File: config.mk
export PLATFORM = sky130hd
export DESIGN_NAME = bmec_back
export DESIGN_NICKNAME = d
export VERILOG_FILES = /design/src/rtl/bmec_pkg.sv /design/src/rtl/bmec_back.sv
export SDC_FILE = /design/constraint.sdc
export NUM_CORES = 2
export LEC_CHECK = 0
export ABC_CLOCK_PERIOD_IN_PS = 14900
export CAP_MARGIN = 10
export CORE_ASPECT_RATIO = 0.6
export CORE_MARGIN = 2
export CORE_UTILIZATION = 45
export CTS_BUF_LIST = sky130_fd_sc_hd__clkbuf_8
export CTS_CLUSTER_SIZE = 8
export DETAILED_ROUTE_END_ITERATION = 16
export DONT_BUFFER_PORTS = 1
export PLACE_DENSITY = 0.68
export SYNTH_ARGS = -nofsm -noshare
export SYNTH_HDL_FRONTEND = slang
export SYNTH_SLANG_ARGS = --single-unit
File: constraint.sdc
create_clock -name clock -period 14.9 [get_ports clock]
set_input_delay 2.98 -clock clock [delete_from_list [all_inputs] [get_ports clock]]
set_output_delay 2.98 -clock clock [all_outputs]
set_load 0.05 [all_outputs]
File: src/rtl/bmec_pkg.sv
// Shared types and constants of the block map extent coalescer.
// Holds the extent record layout, widths, register indexes and reset values.
// No dependencies; every other file of the block imports this package.
`default_nettype none

package bmec_pkg;

   localparam int MAX_EXTENTS = 256;

   localparam int BLK_W  = 32;
   localparam int LEN_W  = 33;
   localparam int CNT_W  = 9;
   localparam int NUM_W  = 8;
   localparam int BYTE_W = 48;
   localparam int BSZ_W  = 17;
   localparam int MAXE_W = 9;

   localparam int CSR_IDX_W  = 2;
   localparam int CSR_DATA_W = BSZ_W;

   localparam logic [CSR_IDX_W-1:0] CSR_BLOCK_SIZE  = CSR_IDX_W'(0);
   localparam logic [CSR_IDX_W-1:0] CSR_MAX_EXTENTS = CSR_IDX_W'(1);

   localparam logic [BSZ_W-1:0]  BLOCK_SIZE_RST  = BSZ_W'(4096);
   localparam logic [MAXE_W-1:0] MAX_EXTENTS_RST = MAXE_W'(256);

   // Decoupling queue between the classifier and the byte scaler.
   localparam int QDEPTH = 4;
   localparam int QPTR_W = $clog2(QDEPTH);
   localparam int QCNT_W = $clog2(QDEPTH + 1);

   // One extent, still counted in blocks.
   typedef struct packed {
      logic [BLK_W-1:0] logical;
      logic [BLK_W-1:0] physical;
      logic [LEN_W-1:0] length;
      logic             merged;
      logic             last;
      logic [NUM_W-1:0] number;
      logic             end_map;
   } ext_rec_type;

   // Effective extent limit: zero reads as one, large values are capped.
   function automatic logic [MAXE_W-1:0] limit_of(input logic [MAXE_W-1:0] m);
      logic [MAXE_W-1:0] r;
      r = m;
      if (m == '0) begin
         r = MAXE_W'(1);
      end else if (int'(m) > MAX_EXTENTS) begin
         r = MAXE_W'(MAX_EXTENTS);
      end
      return r;
   endfunction

endpackage

`default_nettype wire

File: src/rtl/bmec_back.sv
// Back end of the coalescer: scales extent records from blocks to bytes.
// A multiply stage and an output register, stalled together; uses bmec_pkg.
`default_nettype none

module bmec_back
   import bmec_pkg::*;
(
   input  wire logic              clock,
   input  wire logic              reset,
   input  wire logic              head_valid,
   input  wire ext_rec_type       head,
   output logic                   pop,
   input  wire logic [BSZ_W-1:0]  block_size,
   output logic                   rsp_valid,
   input  wire logic              rsp_ready,
   output logic [BYTE_W-1:0]      rsp_extent_logical,
   output logic [BYTE_W-1:0]      rsp_extent_physical,
   output logic [BYTE_W-1:0]      rsp_extent_length,
   output logic                   rsp_merged_flag,
   output logic                   rsp_last_extent_flag,
   output logic [NUM_W-1:0]       rsp_extent_number,
   output logic                   rsp_end_of_map
);

   logic advance;

   logic [BLK_W+BSZ_W-1:0] prod_logical;
   logic [BLK_W+BSZ_W-1:0] prod_physical;
   logic [LEN_W+BSZ_W-1:0] prod_length;

   logic              s1_valid_ff;
   logic [BYTE_W-1:0] s1_logical_ff, s1_physical_ff, s1_length_ff;
   logic              s1_merged_ff, s1_last_ff, s1_end_ff;
   logic [NUM_W-1:0]  s1_number_ff;

   logic              out_valid_ff;
   logic [BYTE_W-1:0] out_logical_ff, out_physical_ff, out_length_ff;
   logic              out_merged_ff, out_last_ff, out_end_ff;
   logic [NUM_W-1:0]  out_number_ff;

   assign advance = !out_valid_ff || rsp_ready;
   assign pop     = advance && head_valid;

   assign prod_logical  = head.logical  * block_size;
   assign prod_physical = head.physical * block_size;
   assign prod_length   = head.length   * block_size;

   always_ff @(posedge clock) begin
      if (reset) begin
         s1_valid_ff  <= 1'b0;
         out_valid_ff <= 1'b0;
      end else if (advance) begin
         s1_valid_ff  <= head_valid;
         out_valid_ff <= s1_valid_ff;
      end
      if (advance) begin
         s1_logical_ff   <= prod_logical[BYTE_W-1:0];
         s1_physical_ff  <= prod_physical[BYTE_W-1:0];
         s1_length_ff    <= prod_length[BYTE_W-1:0];
         s1_merged_ff    <= head.merged;
         s1_last_ff      <= head.last;
         s1_number_ff    <= head.number;
         s1_end_ff       <= head.end_map;
         out_logical_ff  <= s1_logical_ff;
         out_physical_ff <= s1_physical_ff;
         out_length_ff   <= s1_length_ff;
         out_merged_ff   <= s1_merged_ff;
         out_last_ff     <= s1_last_ff;
         out_number_ff   <= s1_number_ff;
         out_end_ff      <= s1_end_ff;
      end
   end

   assign rsp_valid            = out_valid_ff;
   assign rsp_extent_logical   = out_logical_ff;
   assign rsp_extent_physical  = out_physical_ff;
   assign rsp_extent_length    = out_length_ff;
   assign rsp_merged_flag      = out_merged_ff;
   assign rsp_last_extent_flag = out_last_ff;
   assign rsp_extent_number    = out_number_ff;
   assign rsp_end_of_map       = out_end_ff;

endmodule

`default_nettype wire

# Yosys cells after proc, flatten, opt, wreduce, memory -nomap -nowiden
# Index checks and enable logic that the tools add are counted.
# word_totals
register_bits	312
latch_bits	0
ram_bits	0
mem_bits_ro	0
inputBits	129
elab_cells	22
mem_count	0
# classes
add_sub_neg	0
multipliers	3
div	0
magnitude_cmp	0
n_eq_ne	0
shift	0
mux	0
bitwise_logic	0
n_reduce_logical	3
# op_table
cell	n
32-bit by 17-bit multiplier with 48-bit output	2
33-bit by 17-bit multiplier with 48-bit output	1
1-bit logical AND	1
1-bit logical NOT	1
1-bit logical OR	1

# Logic depth before layout (Yosys ltp)
# logic_depth
depth_word	3
depth_mapped	27

# Worst setup path before layout
# OpenSTA, ideal clock, no wires.
# synth_timing
kind	input to output
startpoint	input port rsp_ready
endpoint	output port pop
arrival_ps	11489
required_ps	11920
path_slack_ps	431
stages	2
n_path_buf	0
path_cell_list	nand2b_1 and2_1
# synth_via
elab_chain_len	2
# synth_lines
item	line	source
start: declaration	bmec_back.sv:15	input wire logic rsp_ready,
1-bit logical OR	bmec_back.sv:41	assign advance = !out_valid_ff || rsp_ready;
1-bit logical AND	bmec_back.sv:42	assign pop = advance && head_valid;
end: declaration	bmec_back.sv:12	output logic pop,
# No other way between the ends.

# Worst setup path after layout
# layout_timing
startpoint	input port block_size[5]
endpoint	register s1_length_ff[40] (data pin)
# layout_via
elab_chain_len	1
# layout_lines
item	line	source
start: declaration	bmec_back.sv:13	input wire logic [BSZ_W-1:0] block_size,
33-bit by 17-bit multiplier with 48-bit output	bmec_back.sv:46	assign prod_length = head.length * block_size;
named net prod_length[40]	bmec_back.sv:29	logic [LEN_W+BSZ_W-1:0] prod_length;
end signal: assignment	bmec_back.sv:59	s1_length_ff <= prod_length[BYTE_W-1:0];
end: declaration	bmec_back.sv:32	logic [BYTE_W-1:0] s1_logical_ff, s1_physical_ff, s1_length_ff;
# The timed path passes the listed nets, and every way through them passes these cells.
# A chain may end at the register's enable or synchronous reset.

==> results by group <==
Critical path
  – Worst Path Max Fanout: 97
  – Critical path type: input pin to flip-flop
  – CP startpoint kind: input pin
  – CP arrival: 9.92 ns
  – CP Capture Type: flip-flop
  – Req. time, crit path: 15.36 ns

Clock tree
  – Htree depth: 2
  – Longest Clk Path Bufs: 3
  – Post-CTS setup buffer count: 0
  – Worst-Skew Late Latency: 0.75 ns
  – Total CTS buffers: 52
  – Root buffer cell: clkbuf_8
  – # resized after CTS: 0
  – CTS sink count: 312
  – Clk pin slew, worst setup/hold paths: 0.08 ns
  – Hold_buf cts: 0
  – TritonCTS clock tree: done

STA
  – Tmin final: 9.45 ns
  – Worst-margin pin slew: 1.02 ns
  – Skew final: 0.0443 ns
  – Final Cycle Share: 0.634
  – Final count of negative-setup-slack endpoints: 0
  – Sum of negative setup slack: 0 ns
  – RSZ-0062 raised after global routing: no
  – Fin. max-slew vios: 0
  – Hold Vio Cnt, Final: 0
  – Max Fclk: 0.106 GHz
  – Normalized max-slew margin: 0.313

Logic synthesis
  – Mapped Nets: 8233
  – Register area share after synthesis: 0.153
  – Syn avg cell area: 9.53 um2
  – Top FF cell, synth: edfxtp_1
  – Synth warnings: 0
  – Cells after Synth: 6394
  – Yosys reg bits: 312
  – Asr flop ratio synth: 0
  – Synth top area share: 0.446
  – Count of cell types in the netlist: 66
  – Post-synth EDFFs: 310
  – Mapped cell area: 0.0610 mm2
  – Yosys top cell by area: fa_1
  – Dominant cells by area after synthesis: fa_1, edfxtp_1, inv_1

Die
  – Ports: 286
  – Core Rows: 104
  – Starting Density: 0.454
  – Die X-Extent: 479 um
  – Die Ht: 289 um
  – Core footprint: 0.134 mm2
  – Die area: 0.139 mm2

Final layout
  – Filler cell count: 12600
  – Share of cells above drive strength 1: 0.0154
  – Nets: 7980
  – P&R area growth vs syn: 3.58%

Run status
  – Status: finished, final reports clean

GRT
  – First-pass GRT wire length: 257000 um
  – Gr usage total: 0.239
  – Largest net degree at the start of global routing: 129
  – Number of global-route vias before repair: 45200
  – Grt ovf: 0
  – Initial antenna violation count: 1

Detailed routing
  – Initial DRC count: 3106
  – Total number of vias: 41600
  – Wirelength per Cell: 19.9 um
  – Drt pass-1 iters: 6
  – Via density: 5.22
  – Post-Route WL: 159000 um
  – Residual DRC: 0
  – DRT antenna net count: 0

Job
  – MaxCap Viol Count: 0

Placed design
  – GP Congestion: 0.907
  – Final HPWL DP: 113000 um
  – PortBufs: 0

Worst hold path
  – Hold Path Class: flip-flop to flip-flop
flip-flops by register name, indices dropped and copies added, names as in the netlist:
signal,count
rsp_end_of_map,1
rsp_extent_length,48
rsp_extent_logical,48
rsp_extent_number,8
rsp_extent_physical,48
rsp_last_extent_flag,1
rsp_merged_flag,1
rsp_valid,1
s1_end_ff,1
s1_last_ff,1
s1_length_ff,48
s1_logical_ff,48
s1_merged_ff,1
s1_number_ff,8
s1_physical_ff,48
s1_valid_ff,1
per-stage QoR:
stage                     instances  hold slack [ns]  utilization  area [um2]  worst slack (ns)
after global placement         7889            0.400        0.462       62100              5.02
final                          7976            0.382        0.470       63100              5.45
after detailed placement       7889            0.405        0.462       62100              4.94
after global routing           7975            0.379        0.470       63100              5.24
after CTS                      7975            0.370        0.470       63100              5.76
after floorplan                6394            0.400            -       61000             0.431
cells in the mapped netlist, types with 6 or more instances:
library cell,count
o21bai_1,20
a21o_1,67
a31oi_1,14
clkbuf_1,311
xor2_1,33
nand2_1,1121
a21oi_1,127
nor2b_1,23
xnor2_1,100
a211o_1,8
o211ai_1,10
o21ai_0,58
edfxtp_1,310
nand3_1,22
inv_1,1614
nand2b_1,23
ha_1,351
fa_1,1359
o31ai_1,6
and2_1,610
a211oi_1,10
nor2_1,66
and3_1,14
nand4_1,16
o21a_1,9
nor3_1,10
worst max-delay path, stage by stage:
cell and delay, ns:
and2_1 0.22, fa_1 0.54, inv_1 0.05, fa_1 0.45, fa_1 0.50, fa_1 0.54, inv_1 0.05, fa_1 0.47
inv_1 0.05, fa_1 0.47, inv_1 0.04, ha_1 0.36, a21oi_2 0.31, o211ai_1 0.14, nor2_1 0.15, o21ai_0 0.10
buf_4 0.17, a31o_2 0.28, a31oi_1 0.57, o22ai_1 0.34, a21oi_1 0.57, nor3b_1 0.12, a311o_1 0.34
layout by cell type, fill, tap and decap left out, types with 9 or more instances in the layout:
cell type,n
and3_1,14
ha_1,351
fa_1,1359
nor2b_1,23
a21oi_1,127
and2_1,610
nor2_1,66
edfxtp_1,310
a21o_1,67
nand3_1,22
a31oi_1,14
o21ai_0,58
a211oi_1,10
inv_1,1627
clkbuf_8,53
o21a_1,9
nor3_1,10
nand2b_1,22
o21bai_1,20
xnor2_1,100
nand2_1,1121
xor2_1,33
o211ai_1,10
nand4_1,16
final cells by class:
| type | instances | area, um2 | area share |
|---|---|---|---|
| Multi-Input combinational cell | 4154 | 44400 | 0.703 |
| Sequential cell | 312 | 9350 | 0.148 |
| Inverter | 1614 | 6060 | 0.0959 |
| Tap cell | 1802 | 2250 | 0.0357 |
| Clock buffer | 53 | 729 | 0.0116 |
| Clock inverter | 33 | 317 | 0.00501 |
| Timing Repair Buffer | 7 | 65.1 | 0.00103 |
| Antenna cell | 1 | 2.50 | 0.0000396 |
logic make-up (layout without fill, tap and decap cells):
kind of cell,after synthesis,count (layout),synth area share
buf+inv,1928,1707,0.119
simple gates,1924,1924,0.149
fa+ha+maj,1710,1710,0.518
compound gates,386,386,0.0416
flops,312,312,0.153
xor+xnor,133,133,0.0191
mux,1,1,0.000164
other cells,0,1,0
metal layers:
metal	vias to the layer above	track usage	wire, um
met2	1653	0.360	68800
met5	-	0	0
met4	0	0.0495	3060
li1	18100	-	-
met3	189	0.0585	15400
met1	21700	0.353	71900
final timing paths:
kind | start | endpoint | slack (ns) | cells after the start
max | block_size[5] | s1_length_ff[40] | 5.45 | 23
min | s1_length_ff[26] | rsp_extent_length[26] | 0.38 | 0
max reg2reg | rsp_valid | s1_length_ff[37] | 11.34 | 4
min reg2reg | s1_length_ff[26] | rsp_extent_length[26] | 0.38 | 0
Power is left out: the tool's default activity adds up to more than one toggle a clock period on the data nets, which glitch-free logic cannot reach.
