[src/rtl/bmec_pkg.sv]
// Shared types and constants of the block map extent coalescer.
// Holds the extent record layout, widths, register indexes and reset values.
// No dependencies; every other file of the block imports this package.
`default_nettype none

package bmec_pkg;

   localparam int MAX_EXTENTS = 256;

   localparam int BLK_W  = 32;
   localparam int LEN_W  = 33;
   localparam int CNT_W  = 9;
   localparam int NUM_W  = 8;
   localparam int BYTE_W = 48;
   localparam int BSZ_W  = 17;
   localparam int MAXE_W = 9;

   localparam int CSR_IDX_W  = 2;
   localparam int CSR_DATA_W = BSZ_W;

   localparam logic [CSR_IDX_W-1:0] CSR_BLOCK_SIZE  = CSR_IDX_W'(0);
   localparam logic [CSR_IDX_W-1:0] CSR_MAX_EXTENTS = CSR_IDX_W'(1);

   localparam logic [BSZ_W-1:0]  BLOCK_SIZE_RST  = BSZ_W'(4096);
   localparam logic [MAXE_W-1:0] MAX_EXTENTS_RST = MAXE_W'(256);

   // Decoupling queue between the classifier and the byte scaler.
   localparam int QDEPTH = 4;
   localparam int QPTR_W = $clog2(QDEPTH);
   localparam int QCNT_W = $clog2(QDEPTH + 1);

   // One extent, still counted in blocks.
   typedef struct packed {
      logic [BLK_W-1:0] logical;
      logic [BLK_W-1:0] physical;
      logic [LEN_W-1:0] length;
      logic             merged;
      logic             last;
      logic [NUM_W-1:0] number;
      logic             end_map;
   } ext_rec_type;

   // Effective extent limit: zero reads as one, large values are capped.
   function automatic logic [MAXE_W-1:0] limit_of(input logic [MAXE_W-1:0] m);
      logic [MAXE_W-1:0] r;
      r = m;
      if (m == '0) begin
         r = MAXE_W'(1);
      end else if (int'(m) > MAX_EXTENTS) begin
         r = MAXE_W'(MAX_EXTENTS);
      end
      return r;
   endfunction

endpackage

`default_nettype wire

[src/rtl/bmec_front.sv]
// Front end of the coalescer: accepts block mappings and tracks the open extent.
// Emits up to two extent records per transaction (a closed one and a final one).
// Depends on bmec_pkg.
`default_nettype none

module bmec_front
   import bmec_pkg::*;
(
   input  wire logic              clock,
   input  wire logic              reset,
   input  wire logic              req_valid,
   output logic                   req_ready,
   input  wire logic [BLK_W-1:0]  req_logical_block,
   input  wire logic [BLK_W-1:0]  req_physical_block,
   input  wire logic              req_first_item,
   input  wire logic              req_final_item,
   input  wire logic [MAXE_W-1:0] max_extents,
   input  wire logic              q_room,
   output logic                   brk_valid,
   output ext_rec_type            brk_rec,
   output logic                   fin_valid,
   output ext_rec_type            fin_rec
);

   logic [BLK_W-1:0] open_logical_ff,  open_logical_in;
   logic [BLK_W-1:0] open_physical_ff, open_physical_in;
   logic [LEN_W-1:0] open_length_ff,   open_length_in;
   logic             open_merged_ff,   open_merged_in;
   logic [CNT_W-1:0] counter_ff,       counter_in;
   logic             active_ff,        active_in;
   logic             stopped_ff,       stopped_in;

   logic              accept;
   logic              contig;
   logic              stop_hit;
   logic [CNT_W:0]    cnt_inc;
   logic [MAXE_W-1:0] lim;

   assign req_ready = q_room;
   assign accept    = req_valid && req_ready;
   assign lim       = limit_of(max_extents);
   assign cnt_inc   = {1'b0, counter_ff} + (CNT_W+1)'(1);
   assign contig    = ({2'b00, open_physical_ff} + {1'b0, open_length_ff})
                      == {2'b00, req_physical_block};

   always_comb begin
      open_logical_in  = open_logical_ff;
      open_physical_in = open_physical_ff;
      open_length_in   = open_length_ff;
      open_merged_in   = open_merged_ff;
      counter_in       = counter_ff;
      active_in        = active_ff;
      stopped_in       = stopped_ff;
      stop_hit         = 1'b0;
      brk_valid        = 1'b0;
      fin_valid        = 1'b0;

      brk_rec.logical  = open_logical_ff;
      brk_rec.physical = open_physical_ff;
      brk_rec.length   = open_length_ff;
      brk_rec.merged   = open_merged_ff;
      brk_rec.last     = 1'b0;
      brk_rec.number   = counter_ff[NUM_W-1:0];
      brk_rec.end_map  = 1'b0;

      if (accept) begin
         if (req_first_item) begin
            open_logical_in  = req_logical_block;
            open_physical_in = req_physical_block;
            open_length_in   = LEN_W'(1);
            open_merged_in   = 1'b0;
            counter_in       = '0;
            active_in        = 1'b1;
            stopped_in       = 1'b0;
            if (req_final_item) begin
               fin_valid = 1'b1;
               active_in = 1'b0;
            end
         end else if (active_ff && !stopped_ff) begin
            if (req_physical_block != '0) begin
               priority if (contig) begin
                  open_length_in = open_length_ff + LEN_W'(1);
                  open_merged_in = 1'b1;
               end else if (cnt_inc >= {1'b0, lim}) begin
                  // Extent limit: close the map here and drop the item.
                  brk_valid       = 1'b1;
                  brk_rec.end_map = 1'b1;
                  active_in       = 1'b0;
                  stopped_in      = 1'b1;
                  stop_hit        = 1'b1;
               end else begin
                  brk_valid        = 1'b1;
                  counter_in       = cnt_inc[CNT_W-1:0];
                  open_logical_in  = req_logical_block;
                  open_physical_in = req_physical_block;
                  open_length_in   = LEN_W'(1);
                  open_merged_in   = 1'b0;
               end
            end
            if (req_final_item && !stop_hit) begin
               fin_valid = 1'b1;
               active_in = 1'b0;
            end
         end
      end

      // The final record describes the extent as it stands after this item.
      fin_rec.logical  = open_logical_in;
      fin_rec.physical = open_physical_in;
      fin_rec.length   = open_length_in;
      fin_rec.merged   = open_merged_in;
      fin_rec.last     = 1'b1;
      fin_rec.number   = counter_in[NUM_W-1:0];
      fin_rec.end_map  = 1'b1;
   end

   always_ff @(posedge clock) begin
      if (reset) begin
         counter_ff <= '0;
         active_ff  <= 1'b0;
         stopped_ff <= 1'b0;
      end else begin
         counter_ff <= counter_in;
         active_ff  <= active_in;
         stopped_ff <= stopped_in;
      end
      open_logical_ff  <= open_logical_in;
      open_physical_ff <= open_physical_in;
      open_length_ff   <= open_length_in;
      open_merged_ff   <= open_merged_in;
   end

endmodule

`default_nettype wire

[config.mk]
export PLATFORM = sky130hd
export DESIGN_NAME = bmec_front
export DESIGN_NICKNAME = d
export VERILOG_FILES = /design/src/rtl/bmec_pkg.sv /design/src/rtl/bmec_front.sv
export SDC_FILE = /design/constraint.sdc
export NUM_CORES = 1
export LEC_CHECK = 0
export BUFFER_PORTS_ARGS = -buffer_cell sky130_fd_sc_hd__buf_2
export CELL_PAD_IN_SITES_DETAIL_PLACEMENT = 1
export CELL_PAD_IN_SITES_GLOBAL_PLACEMENT = 1
export CORE_AREA = 2 2 194 120
export DETAILED_ROUTE_END_ITERATION = 6
export DIE_AREA = 0 0 196 122
export HOLD_SLACK_MARGIN = 0.15
export PLACE_DENSITY = 0.81
export SYNTH_ARGS = -nofsm -noshare
export SYNTH_HDL_FRONTEND = slang
export SYNTH_SLANG_ARGS = --single-unit
[constraint.sdc]
create_clock -name clock -period 5.5 [get_ports clock]
set_clock_uncertainty 0.1 [all_clocks]
set_input_delay 0.825 -clock clock [delete_from_list [all_inputs] [get_ports clock]]
set_output_delay 0.825 -clock clock [all_outputs]
set_load 0.005 [all_outputs]
Word-level counts from Yosys, hierarchy flattened. Cells that the tools add are included.

Add/subtract/negate cells: 3. $lt $le $gt $ge: 2. Equal/unequal tests: 4. Multiplexer cells: 63. Reductions and logical operators: 15.

Operators by type and width (count): $mux 32 (12); $mux 33 (6); $mux 9 (7); $mux 1 (37); $add 32x33->34 (1); $eq 34x32->1 (1); $add 33x1->33 const B (1); $reduce_bool 32->1 (1); $reduce_and 5->1 (3); $add 9x1->10 const B (1); $ge 10x9->1 (1); $gt 9x9->1 const B (1); $logic_not 9->1 (1); $mux 8 (1); $reduce_bool 2->1 (3); $reduce_bool 3->1 (2); $ne 2x2->1 const B (2); $logic_and 1x1->1 (3); $ne 3x2->1 const B (1); $logic_not 1->1 (2).

Register bits after elaboration: 109. Bits of input ports: 79. Output and inout port bits: 219. Word-level logic and storage cells: 95.

Logic depth before layout (Yosys ltp). Gate-level depths: netlist (run 1).

Depth in word-level cells: 16. Mapped depth: 16. Depth with buffers taken out: 15.

Least setup slack after synthesis (run 1). Ideal clock, no wire load.

Path kind: in2out. Start point: in max_extents[4]. End point: out fin_rec[103] (netlist name). Arrival: 3822 ps. Slack: 753 ps. Cell stages on the path: 15. Cell sequence: nor4_1 -> a21oi_1 -> nor2_1 -> ha_1 -> nand2b_1 -> a21o_1 -> a21o_1 -> a21o_1 -> a211o_1 -> o211ai_1 -> a21oi_1 -> nor2_1 -> a31oi_4 -> buf_6 -> mux2_1.

RTL lines: from (decl) (line bmec_front.sv:17) `input wire logic [MAXE_W-1:0] max_extents,`; to (decl) (line bmec_front.sv:22) `output ext_rec_type fin_rec`.

==> results of run 1 <==
-- flip-flops by register name, indices dropped and copies added, names as in the netlist --
signal            flops
open_merged_ff        1
active_ff             1
open_length_ff       33
counter_ff            9
open_logical_ff      32
stopped_ff            1
open_physical_ff     32
-- repair_timing --
item                                    CTS  global route
gates cloned                              1             1
setup buffers                             1            10
pin swaps                                 3            17
resized for setup                        11            44
endpoints found under the setup margin   95           104
-- logic make-up after synthesis --
group	Yosys count	share of synthesized area [%]
simple gates	339	21.7
mux	73	13.2
buf+inv	60	4.94
other cells	2	0.0954
xor+xnor	50	5.74
compound gates	228	19.6
fa+ha+maj	44	7.09
flops	109	27.7
-- where the power goes --
group          leakage, uW  switching [uW]  internal [uW]
Sequential        0.000903            92.5            896
Clock             0.000146             374            320
Combinational      0.00439             581            526
-- layer usage --
metal  global-route usage [%]  vias to the layer above  part of all wire (%)
li1                         -                     4129                     -
met1                     42.3                     4395                    46
met2                     49.4                      418                    44
met3                     8.91                       42                   8.8
met4                     7.62                        2                   1.8
met5                        0                        -                 0.034
-- final timing paths --
path | startpoint | endpoint | slack, ps | depth (start not counted)
max | open_physical_ff[0]$_DFF_P_ | fin_rec[20] | 90 | 18
min | open_logical_ff[30]$_DFF_P_ | open_logical_ff[30]$_DFF_P_ | 390 | 1
max reg2reg | open_physical_ff[0]$_DFF_P_ | open_length_ff[7]$_DFF_P_ | 1300 | 18
min reg2reg | open_logical_ff[30]$_DFF_P_ | open_logical_ff[30]$_DFF_P_ | 390 | 1
-- cell type report --
cell class	count	area, sq um	share of cell area (%)
multi-input cells	738	5530	50.7
repair buffers	413	2490	22.8
flip-flops and latches	109	2190	20.0
well taps	292	365	3.35
clock buffers	9	225	2.06
clock inverters	7	68.8	0.630
inverters	13	48.8	0.447
-- per-stage QoR --
stage,total power [uW],instances,setup TNS [ps],hold WS (ps)
floorplan,1550,906,0,376
global placement,2030,1553,-151,362
detailed placement,2050,1553,-434,370
CTS,2760,1571,-2.55,393
global route,2920,1581,-819,416
finish,2790,1581,0,389
-- worst max-delay path, stage by stage, from the launching register on --
cell	delay (ps)
dfxtp_4	360
ha_4	180
fa_2	360
a21o_1	190
a221o_1	400
a22oi_2	220
a21oi_2	110
a21oi_1	160
or3b_4	420
nor4_4	310
buf_4	170
nand4_4	130
buf_6	150
nor3_4	180
buf_6	160
buf_12	120
nand2_1	60
mux2i_2	250
buf_2	170
-- layout by cell type, fill, tap and decap left out, types with 9 or more instances in the layout --
cell type / instances
a21o_1: 27
a21oi_1: 50
and3_1: 15
buf_2: 294
buf_4: 106
clkbuf_16: 10
dfxtp_1: 106
ha_1: 35
inv_1: 12
mux2_4: 60
nand2_1: 102
nand3_1: 36
nand4_1: 17
nor2_1: 58
nor3_1: 29
nor4_1: 21
o21ai_0: 39
or3_1: 9
xnor2_1: 31
xor2_1: 18
==> impl_metrics.env, run 1 <==
export IMPL_min_path_type="flip-flop to flip-flop"
export IMPL_routabilityCongestion=1.01
export IMPL_leakage_uw=0.00544
export IMPL_grt_pass1_vias=9030
export IMPL_worst_setup_path_type="flip-flop to output pin"
export IMPL_stdcell_area_sq_um=10900
export IMPL_crit_required_ps=4580
export IMPL_drv_slew=0
export IMPL_min_period_ps=5410
export IMPL_num_vias=8986
export IMPL_fmax_mhz=185
export IMPL_yosysSeqAreaShare_pct=27.7
export IMPL_hold_buffers=0
export IMPL_startpoint_type="flip-flop"
export IMPL_final_util_pct=48.8
export IMPL_ys_types=79
export IMPL_ios=298
export IMPL_synth_async_reset_ratio_pct=0
export IMPL_hpwl_mm=31.3
export IMPL_path_max_fanout=8
export IMPL_fin_ws_ps=87.1
export IMPL_syn_inst=905
export IMPL_postRouteAntennaNets=0
export IMPL_critPathArrivalTime_ps=4490
export IMPL_routedWlPerCell_um=24.2
export IMPL_dr_pass1_iters=4
export IMPL_synth_common_cells="109 x dfxtp_1, 102 x nand2_1, 60 x mux2_4"
export IMPL_cts_tree="built"
export IMPL_netlist_top_cells_area="dfxtp_1 28%, mux2_4 11%, ha_1 6.8%, nand2_1 4.9%, a21oi_1 3.6%"
export IMPL_critPathCaptureType="output pin"
export IMPL_overflow=0
export IMPL_dp_worst_setup_slack_ps=-81.3
export IMPL_drc=0
export IMPL_drt_iter0_markers=729
export IMPL_setup_violations=0
export IMPL_grt_pass1_wl_mm=56.0
export IMPL_finalWirelength_mm=38.2
export IMPL_drive_gt1_share_pct=42.7
export IMPL_ys_warn_count=0
export IMPL_syn_area_sq_um=7870
export IMPL_synth_top_cell_by_area="dfxtp_1"
export IMPL_finalHoldViolations=0
export IMPL_maxCapViolations=0
export IMPL_grt_start_max_net_pins=21
export IMPL_core_area_sq_um=22400
export IMPL_synth_edff_count=0
export IMPL_fill_cells=2745
export IMPL_via_per_inst=5.68
export IMPL_fp_dieW_um=196
export IMPL_antenna_found_initial=1
export IMPL_insertion_delay_ps=400
export IMPL_worst_slew_pin_slew_ps=887
export IMPL_die_h_um=122
export IMPL_maxSlewHeadroom_pct=40.7
export IMPL_port_buffers=294
export IMPL_avgSynthCellArea_sq_um=8.70
export IMPL_initial_core_util_pct=35.2
export IMPL_n_antenna_cell=0
export IMPL_dieArea_sq_um=23900
export IMPL_fin_crit_sh_pct=98.4
export IMPL_yosysMostFrequentCell="dfxtp_1"
export IMPL_num_rows=43
export IMPL_powerDensity_nw_per_um2=256
export IMPL_outcome="complete, no violations"
export IMPL_yosysTopAreaCellShare_pct=27.7
export IMPL_clockRootBuffer="clkbuf_16"
export IMPL_synth_flop_cell="dfxtp_1"
export IMPL_grt_usage_pct=31.3
export IMPL_cts_max_level=3
export IMPL_clk_pin_slew_ps=80
export IMPL_synth_seq_cells=109
export IMPL_area_growth_syn_to_layout_pct=38.7
export IMPL_placed_area_sq_um=10300
export IMPL_clockBufferDepth=2
export IMPL_cts_buffers_inserted=9
export IMPL_ir_worst_vdd_mv=0.188
export IMPL_cts_sinks=109
export IMPL_nets=1407
No activity file was read; power rests on OpenSTA's default activity.
==> run 2: changes to the inputs <==
--- a/config.mk
+++ b/config.mk
@@ -13,6 +13,7 @@
 export DIE_AREA = 0 0 196 122
 export HOLD_SLACK_MARGIN = 0.15
 export PLACE_DENSITY = 0.81
+export REMOVE_ABC_BUFFERS = 1
 export SYNTH_ARGS = -nofsm -noshare
 export SYNTH_HDL_FRONTEND = slang
 export SYNTH_SLANG_ARGS = --single-unit
==> run 2 against run 1 <==
Compared with the run above:
- the flow now finishes with violations (negative setup slack)
- sequential power is 0.6% lower
- largest cell class unchanged
- core utilization is 2.4 points higher
- maximum frequency is 4.5% lower
- count of clock-buffer cells in the layout is 2 higher
- largest power group unchanged
- global-route usage is 1.9 points lower
- non-clock buffer count is 5 lower
- setup slack worse by 260 ps
==> impl_metrics.env, run 2 (synthesis gave the netlist of run 1 again) <==
export IMPL_fin_ws_ps=-171
export IMPL_finalHoldViolations=0
export IMPL_violations="negative setup slack"
export IMPL_startpoint="open_physical_ff[4]$_DFF_P_"
export IMPL_dp_cells=1514
export IMPL_final_cell_mix="234 x buf_2, 107 x dfxtp_1, 95 x nand2_1"
export IMPL_fp_dieW_um=196
export IMPL_final_common_cell="buf_2"
export IMPL_drive_gt1_share_pct=43.2
export IMPL_rsz0062_at_grt="true"
export IMPL_final_util_pct=51.2
export IMPL_instances_no_fill=1575
export IMPL_fmax_mhz=176
export IMPL_drc=0
export IMPL_crit_required_ps=4580
export IMPL_dieArea_sq_um=23900
export IMPL_slowest_delay_ps=430
export IMPL_cts_tree="built"
export IMPL_stdcell_area_sq_um=11500
export IMPL_ir_worst_vdd_mv=0.174
export IMPL_insertion_delay_ps=380
export IMPL_cp_slowest_cell="a211oi_1"
export IMPL_startpoint_type="flip-flop"
export IMPL_hold_buffers=0
export IMPL_finalWirelength_mm=38.7
export IMPL_critPathArrivalTime_ps=4750
export IMPL_cts_sinks=109
export IMPL_maxSlewHeadroom_pct=49.9
export IMPL_min_period_ps=5670
export IMPL_maxCapViolations=0
export IMPL_path_max_fanout=5
export IMPL_grt_pass1_wl_mm=53.3
export IMPL_p_sw_share_pct=35.2
export IMPL_via_per_inst=5.92
export IMPL_overflow=0
export IMPL_clkPwrFrac_pct=22.2
export IMPL_power_uw=2830
export IMPL_clockRootBuffer="clkbuf_16"
export IMPL_antenna_found_initial=2
export IMPL_worst_setup_path_type="flip-flop to output pin"
export IMPL_num_vias=9325
export IMPL_powerDensity_nw_per_um2=247
export IMPL_hold_ws_ps=395
export IMPL_dr_pass1_iters=7
export IMPL_grt_usage_pct=29.4
export IMPL_die_h_um=122
export IMPL_clockBufferDepth=2
export IMPL_ios=298
export IMPL_area_growth_syn_to_layout_pct=45.6
export IMPL_p_int_uw=1840
export IMPL_setup_violations=85
export IMPL_fill_cells=2690
export IMPL_min_path_type="flip-flop to flip-flop"
export IMPL_cp_cell_sequence="ha_1 -> a21o_1 -> a221o_1 -> buf_4 -> nand4_1 -> a21oi_1 -> buf_4 -> nor3_1 -> a211oi_1 -> and4_1 -> nand4_2 -> buf_6 -> buf_6 -> nor3_4 -> buf_6 -> buf_12 -> a21oi_4 -> nor3_4 -> buf_2"
export IMPL_worst_slew_pin_slew_ps=748
export IMPL_nets=1401
export IMPL_fin_crit_sh_pct=103
export IMPL_path_buf_inv=7
export IMPL_routabilityCongestion=1.01
export IMPL_reg_top3="open_length_ff (33), open_logical_ff (32), open_physical_ff (32)"
export IMPL_cts_max_level=3
export IMPL_min_from="open_logical_ff[28]$_DFF_P_"
export IMPL_port_buffers=294
export IMPL_drv_slew=0
export IMPL_grt_start_max_net_pins=21
export IMPL_reg2reg_from="open_physical_ff[4]$_DFF_P_"
export IMPL_outcome="complete, but fails checks"
export IMPL_critPathMostFrequentCell="buf_6"
export IMPL_placed_area_sq_um=10000
export IMPL_routedWlPerCell_um=24.6
export IMPL_cts_buffers_inserted=9
export IMPL_largest_reg_flops=33
export IMPL_cp_top_family="compound AO/OA/AOI/OAI gates"
export IMPL_power_switching_uw=999
export IMPL_combPwrFrac_pct=43.2
export IMPL_postRouteAntennaNets=0
export IMPL_critPathCaptureType="output pin"
export IMPL_max_flop_register="open_length_ff"
export IMPL_leakage_uw=0.00571
export IMPL_initial_core_util_pct=35.2
export IMPL_grt_pass1_vias=8796
export IMPL_num_rows=43
export IMPL_p_seq_share_pct=34.7
export IMPL_clk_pin_slew_ps=70
export IMPL_core_area_sq_um=22400
export IMPL_hpwl_mm=29.4
export IMPL_drt_iter0_markers=868
[run 2: path summary, 6_finish.rpt]
| path | endpoint | slack [ps] | depth (start not counted) |
|---|---|---|---|
| worst max-delay path | fin_rec[40] | -170 | 19 |
| worst max register to register | open_physical_ff[10]$_DFF_P_ | 970 | 18 |
| worst min-delay path | open_logical_ff[28]$_DFF_P_ | 390 | 1 |
| worst min register to register | open_logical_ff[28]$_DFF_P_ | 390 | 1 |
[run 2: routing by layer]
layer / share of wire, % / vias to the layer above / track usage, %
met5: 0 / - / 0
met4: 2.2 / 0 / 7.77
met3: 11 / 70 / 7.67
met2: 42 / 592 / 42.0
met1: 45 / 4537 / 43.2
li1: - / 4126 / -
[run 2: layout make-up]
type                    instances  area (sq um)  area share (%)
repair buffers                408          3030            26.4
well taps                     292           365            3.19
clock buffers                  11           243            2.12
flip-flops and latches        109          2190            19.1
multi-input cells             737          5560            48.5
clock inverters                 3          22.5           0.196
inverters                      13          48.8           0.426
diodes                          2          5.00          0.0437
[run 2: power by group through the flow]
stage          Combinational [uW]  Clock [uW]  Sequential (uW)
2_1_floorplan                 550           0              984
4_1_cts                      1020         651              979
3_5_place_dp                 1000           0              996
3_3_place_gp                  984           0              988
5_1_grt                      1300         676              995
6_report                     1220         628              983
[run 2: what timing repair did]
| action | 4_1_cts | 5_1_grt |
|---|---|---|
| setup buffers | 12 | 31 |
| resized for setup | 21 | 162 |
| endpoints found under the setup margin | 100 | 103 |
| cloned | 1 | 4 |
| pin swaps | 11 | 28 |
[run 2: through the flow]
step,TNS (ps),worst slack [ps]
floorplan,-54700,-775
global placement,0,253
detailed placement,0,78.4
CTS,0,26.0
global route,-13470,-234
finish,-9030,-171
