<file path="src/rtl/bmec_pkg.sv">
// Shared types and constants of the block map extent coalescer.
// Holds the extent record layout, widths, register indexes and reset values.
// No dependencies; every other file of the block imports this package.
`default_nettype none

package bmec_pkg;

   localparam int MAX_EXTENTS = 256;

   localparam int BLK_W  = 32;
   localparam int LEN_W  = 33;
   localparam int CNT_W  = 9;
   localparam int NUM_W  = 8;
   localparam int BYTE_W = 48;
   localparam int BSZ_W  = 17;
   localparam int MAXE_W = 9;

   localparam int CSR_IDX_W  = 2;
   localparam int CSR_DATA_W = BSZ_W;

   localparam logic [CSR_IDX_W-1:0] CSR_BLOCK_SIZE  = CSR_IDX_W'(0);
   localparam logic [CSR_IDX_W-1:0] CSR_MAX_EXTENTS = CSR_IDX_W'(1);

   localparam logic [BSZ_W-1:0]  BLOCK_SIZE_RST  = BSZ_W'(4096);
   localparam logic [MAXE_W-1:0] MAX_EXTENTS_RST = MAXE_W'(256);

   // Decoupling queue between the classifier and the byte scaler.
   localparam int QDEPTH = 4;
   localparam int QPTR_W = $clog2(QDEPTH);
   localparam int QCNT_W = $clog2(QDEPTH + 1);

   // One extent, still counted in blocks.
   typedef struct packed {
      logic [BLK_W-1:0] logical;
      logic [BLK_W-1:0] physical;
      logic [LEN_W-1:0] length;
      logic             merged;
      logic             last;
      logic [NUM_W-1:0] number;
      logic             end_map;
   } ext_rec_type;

   // Effective extent limit: zero reads as one, large values are capped.
   function automatic logic [MAXE_W-1:0] limit_of(input logic [MAXE_W-1:0] m);
      logic [MAXE_W-1:0] r;
      r = m;
      if (m == '0) begin
         r = MAXE_W'(1);
      end else if (int'(m) > MAX_EXTENTS) begin
         r = MAXE_W'(MAX_EXTENTS);
      end
      return r;
   endfunction

endpackage

`default_nettype wire

</file>
<file path="src/rtl/bmec_queue.sv">
// Short extent record queue between the front end and the byte scaler.
// Takes up to two records per cycle and releases one; depends on bmec_pkg.
`default_nettype none

module bmec_queue
   import bmec_pkg::*;
(
   input  wire logic        clock,
   input  wire logic        reset,
   input  wire logic        push_a_valid,
   input  wire ext_rec_type push_a,
   input  wire logic        push_b_valid,
   input  wire ext_rec_type push_b,
   input  wire logic        pop,
   output logic             head_valid,
   output ext_rec_type      head,
   output logic             room,
   output logic [QCNT_W-1:0] fill
);

   ext_rec_type       entry_ff [QDEPTH];
   logic [QPTR_W-1:0] wr_ptr_ff, wr_ptr_in;
   logic [QPTR_W-1:0] rd_ptr_ff, rd_ptr_in;
   logic [QCNT_W-1:0] count_ff,  count_in;
   logic [QPTR_W-1:0] b_ptr;

   assign head_valid = (count_ff != '0);
   assign head       = entry_ff[rd_ptr_ff];
   assign room       = (count_ff <= QCNT_W'(QDEPTH - 2));
   assign fill       = count_ff;
   assign b_ptr      = push_a_valid ? wr_ptr_ff + QPTR_W'(1) : wr_ptr_ff;

   always_comb begin
      wr_ptr_in = wr_ptr_ff + QPTR_W'(push_a_valid) + QPTR_W'(push_b_valid);
      rd_ptr_in = rd_ptr_ff + QPTR_W'(pop);
      count_in  = count_ff + QCNT_W'(push_a_valid) + QCNT_W'(push_b_valid)
                  - QCNT_W'(pop);
   end

   always_ff @(posedge clock) begin
      if (reset) begin
         wr_ptr_ff <= '0;
         rd_ptr_ff <= '0;
         count_ff  <= '0;
      end else begin
         wr_ptr_ff <= wr_ptr_in;
         rd_ptr_ff <= rd_ptr_in;
         count_ff  <= count_in;
      end
      if (push_a_valid) begin
         entry_ff[wr_ptr_ff] <= push_a;
      end
      if (push_b_valid) begin
         entry_ff[b_ptr] <= push_b;
      end
   end

endmodule

`default_nettype wire

</file>
<file path="config.mk">
export PLATFORM = sky130hd
export DESIGN_NAME = bmec_queue
export DESIGN_NICKNAME = d
export VERILOG_FILES = /design/src/rtl/bmec_pkg.sv /design/src/rtl/bmec_queue.sv
export SDC_FILE = /design/constraint.sdc
export NUM_CORES = 1
export LEC_CHECK = 0
export BUFFER_PORTS_ARGS = -buffer_cell sky130_fd_sc_hd__buf_4
export CORE_MARGIN = 2
export CORE_UTILIZATION = 30
export CTS_CLUSTER_SIZE = 30
export DETAILED_ROUTE_END_ITERATION = 6
export GPL_ROUTABILITY_DRIVEN = 0
export GPL_TIMING_DRIVEN = 0
export PLACE_DENSITY_LB_ADDON = 0.12
export RECOVER_POWER = 100
export SLEW_MARGIN = 25
export SYNTH_ARGS = -nofsm -noshare
export SYNTH_HDL_FRONTEND = slang
export SYNTH_SLANG_ARGS = --single-unit
export TNS_END_PERCENT = 1
</file>
<file path="constraint.sdc">
create_clock -name clock -period 13.5 [get_ports clock]
set_clock_uncertainty 0.05 [all_clocks]
set_input_delay 2.7 -clock clock [delete_from_list [all_inputs] [get_ports clock]]
set_output_delay 2.7 -clock clock [all_outputs]
set_load 0.005 [all_outputs]
</file>
Word level (Yosys, flattened, before mapping)
Memories as Yosys holds them, arrays and structs flattened. A register that Yosys moved wholly into a read port is not among the register bits.
Index checks and enable logic that the tools add are counted.
{"block": "word_totals", "ff_bits": 7, "mem_bits_rw": 432, "input_bits": 221, "elab_cells": 19, "mem_count": 1}
{"memory": "entry_ff", "words": 4, "word_bits": 108, "rd": 1, "rd_ports_with_merged_regs": 1, "wr": 2, "line_no": "bmec_queue.sv:21", "source": "ext_rec_type entry_ff [QDEPTH];"}
{"block": "classes", "add_sub_neg": 7, "order_cmp": 1, "mux": 6, "n_reduce_logical": 1}
{"op": "adder 2 x 1 -> 2 bit", "count": 3}
{"op": "adder 3 x 1 -> 3 bit", "count": 2}
{"op": "two-way mux 1 bit", "count": 4}
{"op": "two-way mux 2 bit", "count": 2}
{"op": "less-or-equal comparator 3 x 2 -> 1 bit, second input constant", "count": 1}
{"op": "nonzero test 3 bit", "count": 1}
{"op": "subtractor 3 x 1 -> 3 bit", "count": 1}
{"op": "adder 2 x 1 -> 2 bit, second input constant", "count": 1}

Longest topological paths before layout
Gate-level depths: netlist of run 1.
{"block": "depth", "ltp_word": 3, "ltp_mapped": 8}

Least setup slack after synthesis of run 1
Ideal clock, no wire load.
{"block": "synth_timing", "path_kind": "input to register", "startpoint": "in push_a_valid", "endpoint": "mem entry_ff[0][0] in the netlist's numbering (enable)", "setup_time_ps": 471, "t_arrival_ps": 5887, "t_required_ps": 12979, "setup_slack_ps": 7092, "stages": 6, "n_path_buf": 3, "cell_sequence": "buf_2 -> nor3_1 -> o21ai_2 -> buf_4 -> buf_4 -> nand2_1"}
{"element": "from (decl)", "line_no": "bmec_queue.sv:10", "source": "input wire logic push_a_valid,"}
{"element": "to (decl)", "line_no": "bmec_queue.sv:21"}

==> results.cfg, run 1 <==
[floorplanning]
start_util = 0.303
die_w_um = 270
ios = 334
dieArea_um2 = 72800
core_region_area_um2 = 70000
rows = 97
dieHeight_um = 270

[sta]
hold_viol_final = 0
tightest_slew_ns = 3.12
slew_headroom = -1.10
setup_viol = 0
tns_ns = 0
fin_crit_sh = 0.682
layout_min_cycle_time_ns = 9.21
setup_ws_ns = 4.29
max_freq_mhz = 109
fin_hold_ws_ns = 0.547
rsz0062_at_grt = false
maxSlewViolCount = 283

[worst_setup_path]
start_kind = input pin
required_ns = 13.38
end_kind = flip-flop
cpPeakStageDelay_ns = 2.33
cp.arrival_ns = 9.08
reg2reg_slack_ns = 5.85
critPathSlowestCell = o21ai_0
crit_chain = clkbuf_1, clkbuf_1, nor3_1, o21ai_0, clkbuf_1, clkbuf_1, nand2_1, clkbuf_1
cpMostUsedCell = clkbuf_1
critPathKind = in -> reg
cp_max_fo = 35

[worst_hold_path]
holdCritPathClass = reg -> reg

[clock_network]
cts_sinks = 439
cts-htree-levels = 2
post_cts_buffers = 0
numCtsBuffers = 53
ctsHoldBuffers = 0
cts_resized = 0
clock-root-buffer = clkbuf_16
cts.clk_slew.worst_paths_ns = 0.06
cts_tree = done
clockBufferDepth = 3
insertion_delay_ns = 0.59

[status]
violations = max-capacitance violations, max-slew violations
status = finished, violations left

[global_route]
antenna_found_initial = 11
track_usage = 0.164
grt_max_degree = 36
grt_pass1_vias = 13059
gr-total-overflow = 0
grt_pass1_wl_um = 88200

[finish]
utilization = 0.375
layout-drive-gt1-share = 0.570
multi_input_area_um2 = 7620
final_nets = 1729
seq_area_um2 = 13100
final_cells = 2483
fin_area_um2 = 26300
fill_cells = 6617
area_growth_pct = 24.0

[run]
cap_violations = 11

[synthesis]
synthFlopType = edfxtp_1
ys_seq_area_frac = 0.619
synth_edf_count = 432
async_flop_share = 0
synth.top_cell.area_share = 0.612
yosysMostFrequentCell = edfxtp_1
yosys-top-cells-count = edfxtp_1 (432), mux2_2 (414), mux4_2 (108), buf_2 (35), buf_4 (21)
synth_top_area_cell = edfxtp_1
synth_area_um2 = 21200
yosysWarningCount = 0
yosys_register_bits = 439
yosysUniqueCellTypes = 27
syn_nets = 1328
synth.area.top_cells = edfxtp_1 (61%), mux2_2 (22%), mux4_2 (11%), mux2_1 (0.96%), buf_2 (0.83%)
netlist_instances = 1097
syn_avg_cell_area_um2 = 19.3

[power_and_ir_drop]
p_leak_nw = 8.90
finalPower_mw = 3.93
peakVddDrop_uv = 79.4
cellPowerDensity_nw_per_um2 = 149

[routing]
final_antenna_net_count = 0
num_vias = 11731
wl_um = 59500
firstDrtPassIters = 4
viasPerCell = 4.72
drc = 0
drt_iter0_markers = 662
wl_per_cell_um = 24.0

[placement]
pre_cts_ws_ns = 7.81
placed_area_um2 = 25200
hpwl_um = 39000
placed_cells = 2383
port_buffers = 333
==> cell type report <==
type / count / area share
buffer: 71 / 0.0102
tap: 940 / 0.0448
sequential: 439 / 0.499
multi-input combinational: 579 / 0.290
timing repair buffer: 346 / 0.0932
clock inverter: 25 / 0.00624
antenna: 4 / 0.000381
clock buffer: 71 / 0.0547
inverter: 8 / 0.00114
==> logic make-up after synthesis <==
family / after synthesis / synth area share
flops: 439 / 0.619
simple gates: 19 / 0.00472
buf+inv: 79 / 0.0212
mux: 540 / 0.344
compound gates: 7 / 0.00272
fa+ha+maj: 10 / 0.00697
xor+xnor: 3 / 0.00124
==> routing by layer <==
layer	track usage	vias to the layer above	share of wire
li1	-	5340	-
met1	0.206	6028	0.41
met2	0.274	282	0.49
met3	0.0507	71	0.078
met4	0.0404	10	0.017
met5	0	-	0.0011
==> power breakdown <==
| part | internal (mW) | switching, mW | total [mW] | leakage [nW] |
|---|---|---|---|---|
| Sequential | 1.74 | 0.0394 | 1.78 | 4.10 |
| Clock | 0.778 | 0.568 | 1.35 | 0.781 |
| Combinational | 0.387 | 0.412 | 0.800 | 4.02 |
| Total | 2.91 | 1.02 | 3.93 | 8.90 |
==> worst max-delay path, delay by kind of cell <==
| family | cells | cell delay (ns) |
|---|---|---|
| simple gates | 2 | 0.86 |
| compound gates | 1 | 2.33 |
| buf+inv | 5 | 3.13 |
==> flip-flops by register name (all words and copies together), names as in the netlist <==
register,cells
entry_ff,432
fill,3
rd_ptr_ff,2
wr_ptr_ff,2
==> final timing paths <==
path / from / endpoint / depth (start not counted)
setup / recovery: push_a_valid / entry_ff[0][65] / 8
hold / removal: rd_ptr_ff[0] / rd_ptr_ff[0] / 2
setup reg to reg: wr_ptr_ff[0] / entry_ff[1][8] / 9
hold reg to reg: rd_ptr_ff[0] / rd_ptr_ff[0] / 2
==> layout by cell type (no fill, tap or decap) <==
cell type    n
bufinv_16    2
buf_1        3
buf_4      229
mux2_2     412
nor3_1       1
inv_6        2
nor3b_1      2
edfxtp_1   432
nor2_1       5
inv_1        8
diode_2      4
clkinv_1    15
o41ai_1      2
mux4_2     108
clkinv_2     6
buf_16       1
fa_1         3
xor2_1       2
o21ai_0      2
clkbuf_1   138
nand4_1      1
a21o_1       3
nand2_1      5
nor2b_1      3
xnor2_1      1
mux2_1      20
clkbuf_4    58
ha_1         7
nand4b_1     1
clkbuf_16   55
buf_12       3
dfxtp_1      7
buf_2        1
and3b_1      1
Power figures use the tool's default switching activity.
==> run 2: changes to the inputs <==
- ABC_AREA: default -> 1
- clock period: 13.5 -> 8.1 ns (I/O delays scaled with it)
==> run 2 against run 1 <==
The flow now finishes without violations. Wire length rose by 75%. Synthesized cell count rose by 140%. Sequential share of layout area fell by 4.2 points. Via count rose by 92%. Clock power rose by 72%. Register-to-register slack got worse by 3.0 ns. Die area rose by 9.4%. Clock-buffer cell count fell by 1. Utilization fell by 0.28 points. First-iteration DRC count rose to 3.2 times the previous value. Setup slack got worse by 2.7 ns. Power rose by 83%. Critical path type is now reg -> out.
==> results.cfg, run 2 <==
[status]
status = finished, final reports clean

[clock_network]
clock-root-buffer = clkbuf_16
cts-htree-levels = 2
cts.clk_slew.worst_paths_ns = 0.06
clockBufferDepth = 3
insertion_delay_ns = 0.62
numCtsBuffers = 54
ctsHoldBuffers = 0
cts_tree = done
cts_resized = 0
cts_sinks = 439
post_cts_buffers = 0

[placement]
hpwl_um = 67700
placed_area_um2 = 27300
port_buffers = 333
pre_cts_ws_ns = 3.72

[finish]
largest-register = entry_ff
layout-drive-gt1-share = 0.152
final_nets = 3229
area_growth_pct = 23.6
layout_common_cells = nand2_1 (882), nand4_1 (432), edfxtp_1 (432), buf_4 (236), nor2_1 (223)
final_common_cell = nand2_1
fin_area_um2 = 28700
largest_reg_flops = 432

[sta]
fin_crit_sh = 0.803
fin_hold_ws_ns = 0.540
layout_min_cycle_time_ns = 6.51
setup_ws_ns = 1.59
rsz0062_at_grt = false
setup_viol = 0
tightest_slew_ns = 1.49
maxSlewViolCount = 0
slew_headroom = 0.00680
tns_ns = 0
max_freq_mhz = 154
hold_viol_final = 0

[floorplanning]
dieArea_um2 = 79600
start_util = 0.301
ios = 334
rows = 102
core_region_area_um2 = 77100
dieHeight_um = 282
die_w_um = 282

[synthesis]
synth_top_area_cell = edfxtp_1
synth_edf_count = 432
syn_nets = 2830
syn_avg_cell_area_um2 = 8.93
synth.area.top_cells = edfxtp_1 (56%), nand2_1 (14%), nand4_1 (12%), o21ai_0 (4.6%), nor2_1 (3.6%)
synth_area_um2 = 23200
yosysWarningCount = 0
synth.top_cell.area_share = 0.559
yosys_register_bits = 439
yosysMostFrequentCell = nand2_1
netlist_instances = 2599
yosys-top-cells-count = nand2_1 (884), edfxtp_1 (432), nand4_1 (432), nor2_1 (223), o21ai_0 (213)
synthFlopType = edfxtp_1
ys_seq_area_frac = 0.565
async_flop_share = 0
yosysUniqueCellTypes = 23

[power_and_ir_drop]
finalPower_mw = 7.18
cellPowerDensity_nw_per_um2 = 250
peakVddDrop_uv = 168
p_leak_nw = 11.7

[global_route]
gr-total-overflow = 0
grt_pass1_wl_um = 146000
antenna_found_initial = 14
grt_pass1_vias = 21912
grt_max_degree = 40
track_usage = 0.253

[routing]
top_layer = met5
wl_met2_um = 49600
viasPerCell = 5.51
wl_per_cell_um = 25.5
wl_um = 104000
firstDrtPassIters = 6
final_antenna_net_count = 0
num_vias = 22504
wl_met1_um = 41100
drt_iter0_markers = 2135
drc = 0
wl_met3_um = 10100

[worst_setup_path]
reg2reg_from = wr_ptr_ff[0]
critical_path.startpoint = rd_ptr_ff[0]
critPathSlowestCell = clkbuf_1
end_kind = output port
required_ns = 6.43
cp.arrival_ns = 4.84
start_kind = flip-flop
cp_max_fo = 10
crit_chain = clkbuf_1, clkbuf_1, inv_1, clkbuf_1, clkbuf_1, o21ai_0, o22ai_1, clkbuf_4
cpPeakStageDelay_ns = 0.98
critPathKind = reg -> out
cpMostUsedCell = clkbuf_1

[worst_hold_path]
holdCritPathClass = reg -> reg
hold_path.startpoint = rd_ptr_ff[0]

[run]
cap_violations = 0
run 2: cell count changes after synthesis, moves of 112 or more:
| cell | delta |
|---|---|
| nand4_1 | +431 |
| o21ai_0 | +213 |
| nor2_1 | +218 |
| nand2_1 | +879 |
| clkbuf_1 | +112 |
| mux2_2 | -414 |
run 2: cells by family (layout without fill, tap and decap cells):
kind of cell / after synthesis / count (layout) / synth area share
other: 0 / 6 / 0
adder cells (fa/ha/maj): 10 / 10 / 0.00636
AND/OR/NAND/NOR: 1544 / 1544 / 0.296
buffers and inverters: 278 / 717 / 0.0551
flip-flops: 439 / 439 / 0.565
AO/OA/AOI/OAI: 325 / 325 / 0.0760
XOR/XNOR: 3 / 3 / 0.00113
run 2: metrics by stage:
step	utilization	std cells
5_1_grt	0.372	4078
3_3_place_gp	0.350	3972
2_1_floorplan	-	2599
6_report	0.372	4084
3_5_place_dp	0.354	3982
4_1_cts	0.375	4078
run 2: per-layer routing:
metal / GRT usage / vias to the layer above
met2: 0.424 / 1173
met4: 0.0818 / 16
met3: 0.0610 / 198
li1: - / 10166
met1: 0.320 / 10951
met5: 0 / -
run 2: final timing paths:
path,endpoint,depth (start not counted),slack [ns]
max,head[105],8,1.59
min,rd_ptr_ff[0],3,0.54
max reg2reg,entry_ff[1][51],12,2.82
min reg2reg,rd_ptr_ff[0],3,0.54
run 2: worst max-delay path: cells and delay by family, from the launching register on:
kind,cells,cell delay (ns)
buf+inv,6,3.40
compound gates,2,0.49
flops,1,0.31
run 2: cell type report:
class	count	area, um^2
fillers	7932	48400
clock buffers	70	1430
repair buffers	343	2670
clock inverters	26	186
well taps	1040	1300
plain buffers	263	1090
multi-input cells	1882	8840
inverters	15	57.6
flip-flops and latches	439	13100
diodes	6	15.0
run 2: power breakdown:
group          switching (mW)  internal [mW]  total [mW]  leakage (nW)
Sequential             0.0630           2.87        2.94          4.10
Clock                   0.998           1.32        2.32         0.786
Combinational            1.36          0.562        1.92          6.84
==> run 3: changes to the inputs <==
- clock period: 8.1 -> 5.95 ns (I/O delays scaled with it)
==> run 3 against run 2 <==
The run now ends with max-capacitance violations, max-slew violations left. Sequential cell count did not move. Worst hold slack got worse by 0.0034 ns. Die area did not move. Register-to-register slack got worse by 1.5 ns. Sequential power rose by 36%. Non-clock buffer count did not move. Critical path type is now in -> reg. Largest cell class unchanged.
==> results.cfg, run 3 (same netlist as run 2, synthesis figures left out) <==
[worst_setup_path]
end_kind = flip-flop
path_buf_inv = 8
cp_max_fo = 35
critPathKind = in -> reg
start_kind = input pin
crit_chain = clkbuf_1, clkbuf_1, clkinvlp_2, nand2_1, nand2_1, nand3_1, clkbuf_1, clkbuf_1, clkbuf_1, nand2_4, buf_12, buf_16
cp.arrival_ns = 5.48
required_ns = 6.23
cpMostUsedCell = clkbuf_1
critPathSlowestCell = clkbuf_1
cp_top_family = buffers and inverters
cpPeakStageDelay_ns = 1.08

[routing]
drt_iter0_markers = 2114
drc = 0
firstDrtPassIters = 5
wl_per_cell_um = 25.4
wl_um = 104000
num_vias = 22454
final_antenna_net_count = 0
viasPerCell = 5.50

[floorplanning]
rows = 102
core_region_area_um2 = 77100
ios = 334
start_util = 0.301
die_w_um = 282
dieHeight_um = 282
dieArea_um2 = 79600

[sta]
rsz0062_at_grt = false
maxSlewViolCount = 34
max_freq_mhz = 192
fin_crit_sh = 0.875
setup_ws_ns = 0.746
tightest_slew_ns = 2.08
hold_viol_final = 0
fin_hold_ws_ns = 0.537
setup_viol = 0
layout_min_cycle_time_ns = 5.20
slew_headroom = -0.387

[worst_hold_path]
holdCritPathClass = reg -> reg

[global_route]
track_usage = 0.253
gr-total-overflow = 0
grt_pass1_wl_um = 146000
antenna_found_initial = 14
grt_max_degree = 40
grt_pass1_vias = 21912

[status]
status = finished, violations left
violations = max-capacitance violations, max-slew violations

[power_and_ir_drop]
switching_share = 0.338
p_clk_frac = 0.324
peakVddDrop_uv = 230
internal_power_mw = 6.49
switching_power_mw = 3.30
cellPowerDensity_nw_per_um2 = 341
p_leak_nw = 11.7
pwr-share-seq = 0.408
combPwrFrac = 0.268

[finish]
layout_common_cells = nand2_1 (881), nand4_1 (432), edfxtp_1 (432), buf_4 (240), nor2_1 (223)
final_common_cell = nand2_1
multi_input_area_um2 = 8840
fill_cells = 7909
final_nets = 3229
largest_reg_flops = 432
largest-register = entry_ff
area_growth_pct = 23.8
final_cells = 4085
layout-drive-gt1-share = 0.154
seq_area_um2 = 13100

[placement]
port_buffers = 333
pre_cts_ws_ns = 2.00
hpwl_um = 67700
placed_cells = 3982

[clock_network]
post_cts_buffers = 0
numCtsBuffers = 54
ctsHoldBuffers = 0
cts-htree-levels = 2
cts_tree = done
clockBufferDepth = 3
cts_sinks = 439
clock-root-buffer = clkbuf_16
insertion_delay_ns = 0.62
cts.clk_slew.worst_paths_ns = 0.06
cts_resized = 0

[run]
cap_violations = 1
[run 3: changes by cell type in the layout (fill, tap and decap cells not counted), sizes merged]
cell | previous run | this run
buf | 328 | 336
clkbuf | 348 | 340
diode | 6 | 7
[run 3: stage by stage]
stage          setup TNS (ns)  power [mW]  area [um^2]  utilization
2_1_floorplan               0        5.33        23200            -
3_3_place_gp          -880.83        6.72        27000        0.350
3_5_place_dp                0        6.72        27300        0.354
4_1_cts                     0        9.86        28900        0.375
5_1_grt                     0        10.1        28700        0.373
6_report                    0        9.79        28800        0.373
[run 3: final cells by class]
cell class                      instances  share of cell area
Sequential cell                       439               0.456
Multi-Input combinational cell       1882               0.308
Timing Repair Buffer                  343              0.0929
Clock buffer                           70              0.0498
Tap cell                             1040              0.0453
Buffer                                263              0.0392
Clock inverter                         26             0.00648
Inverter                               15             0.00200
Antenna cell                            7            0.000609
[run 3: worst paths after layout]
| check | slack, ns | endpoint | start | depth (start not counted) |
|---|---|---|---|---|
| max | 0.75 | entry_ff[0][44] | push_a_valid | 12 |
| min reg2reg | 0.54 | rd_ptr_ff[0] | rd_ptr_ff[0] | 3 |
| max reg2reg | 1.29 | entry_ff[0][44] | wr_ptr_ff[0] | 12 |
| min | 0.54 | rd_ptr_ff[0] | rd_ptr_ff[0] | 3 |
[run 3: power groups by stage]
stage	clock network, mW	registers, mW	logic [mW]
floorplan	0	4.08	1.25
global placement	0	4.15	2.57
detailed placement	0	4.06	2.66
CTS	3.19	4.00	2.67
global route	3.30	4.03	2.82
finish	3.17	4.00	2.63
[run 3: worst reg2reg max path, stage by stage, from the launching register on]
cell	delay [ns]
dfxtp_1	0.41
inv_1	0.15
ha_1	0.33
inv_1	0.05
nand2_1	0.06
nand2_1	0.07
nand3_1	0.07
clkbuf_1	1.08
clkbuf_1	0.61
clkbuf_1	0.60
nand2_4	0.32
buf_12	0.29
buf_16	0.22
[run 3: per-layer routing]
layer  track usage  part of all wire  wire, um  vias up
met3        0.0610             0.096     10000      194
met5             0           0.00089        92        -
met1         0.320              0.39     40900    10962
met2         0.424              0.48     49800     1122
met4        0.0818             0.030      3110       16
li1              -                 -         -    10160
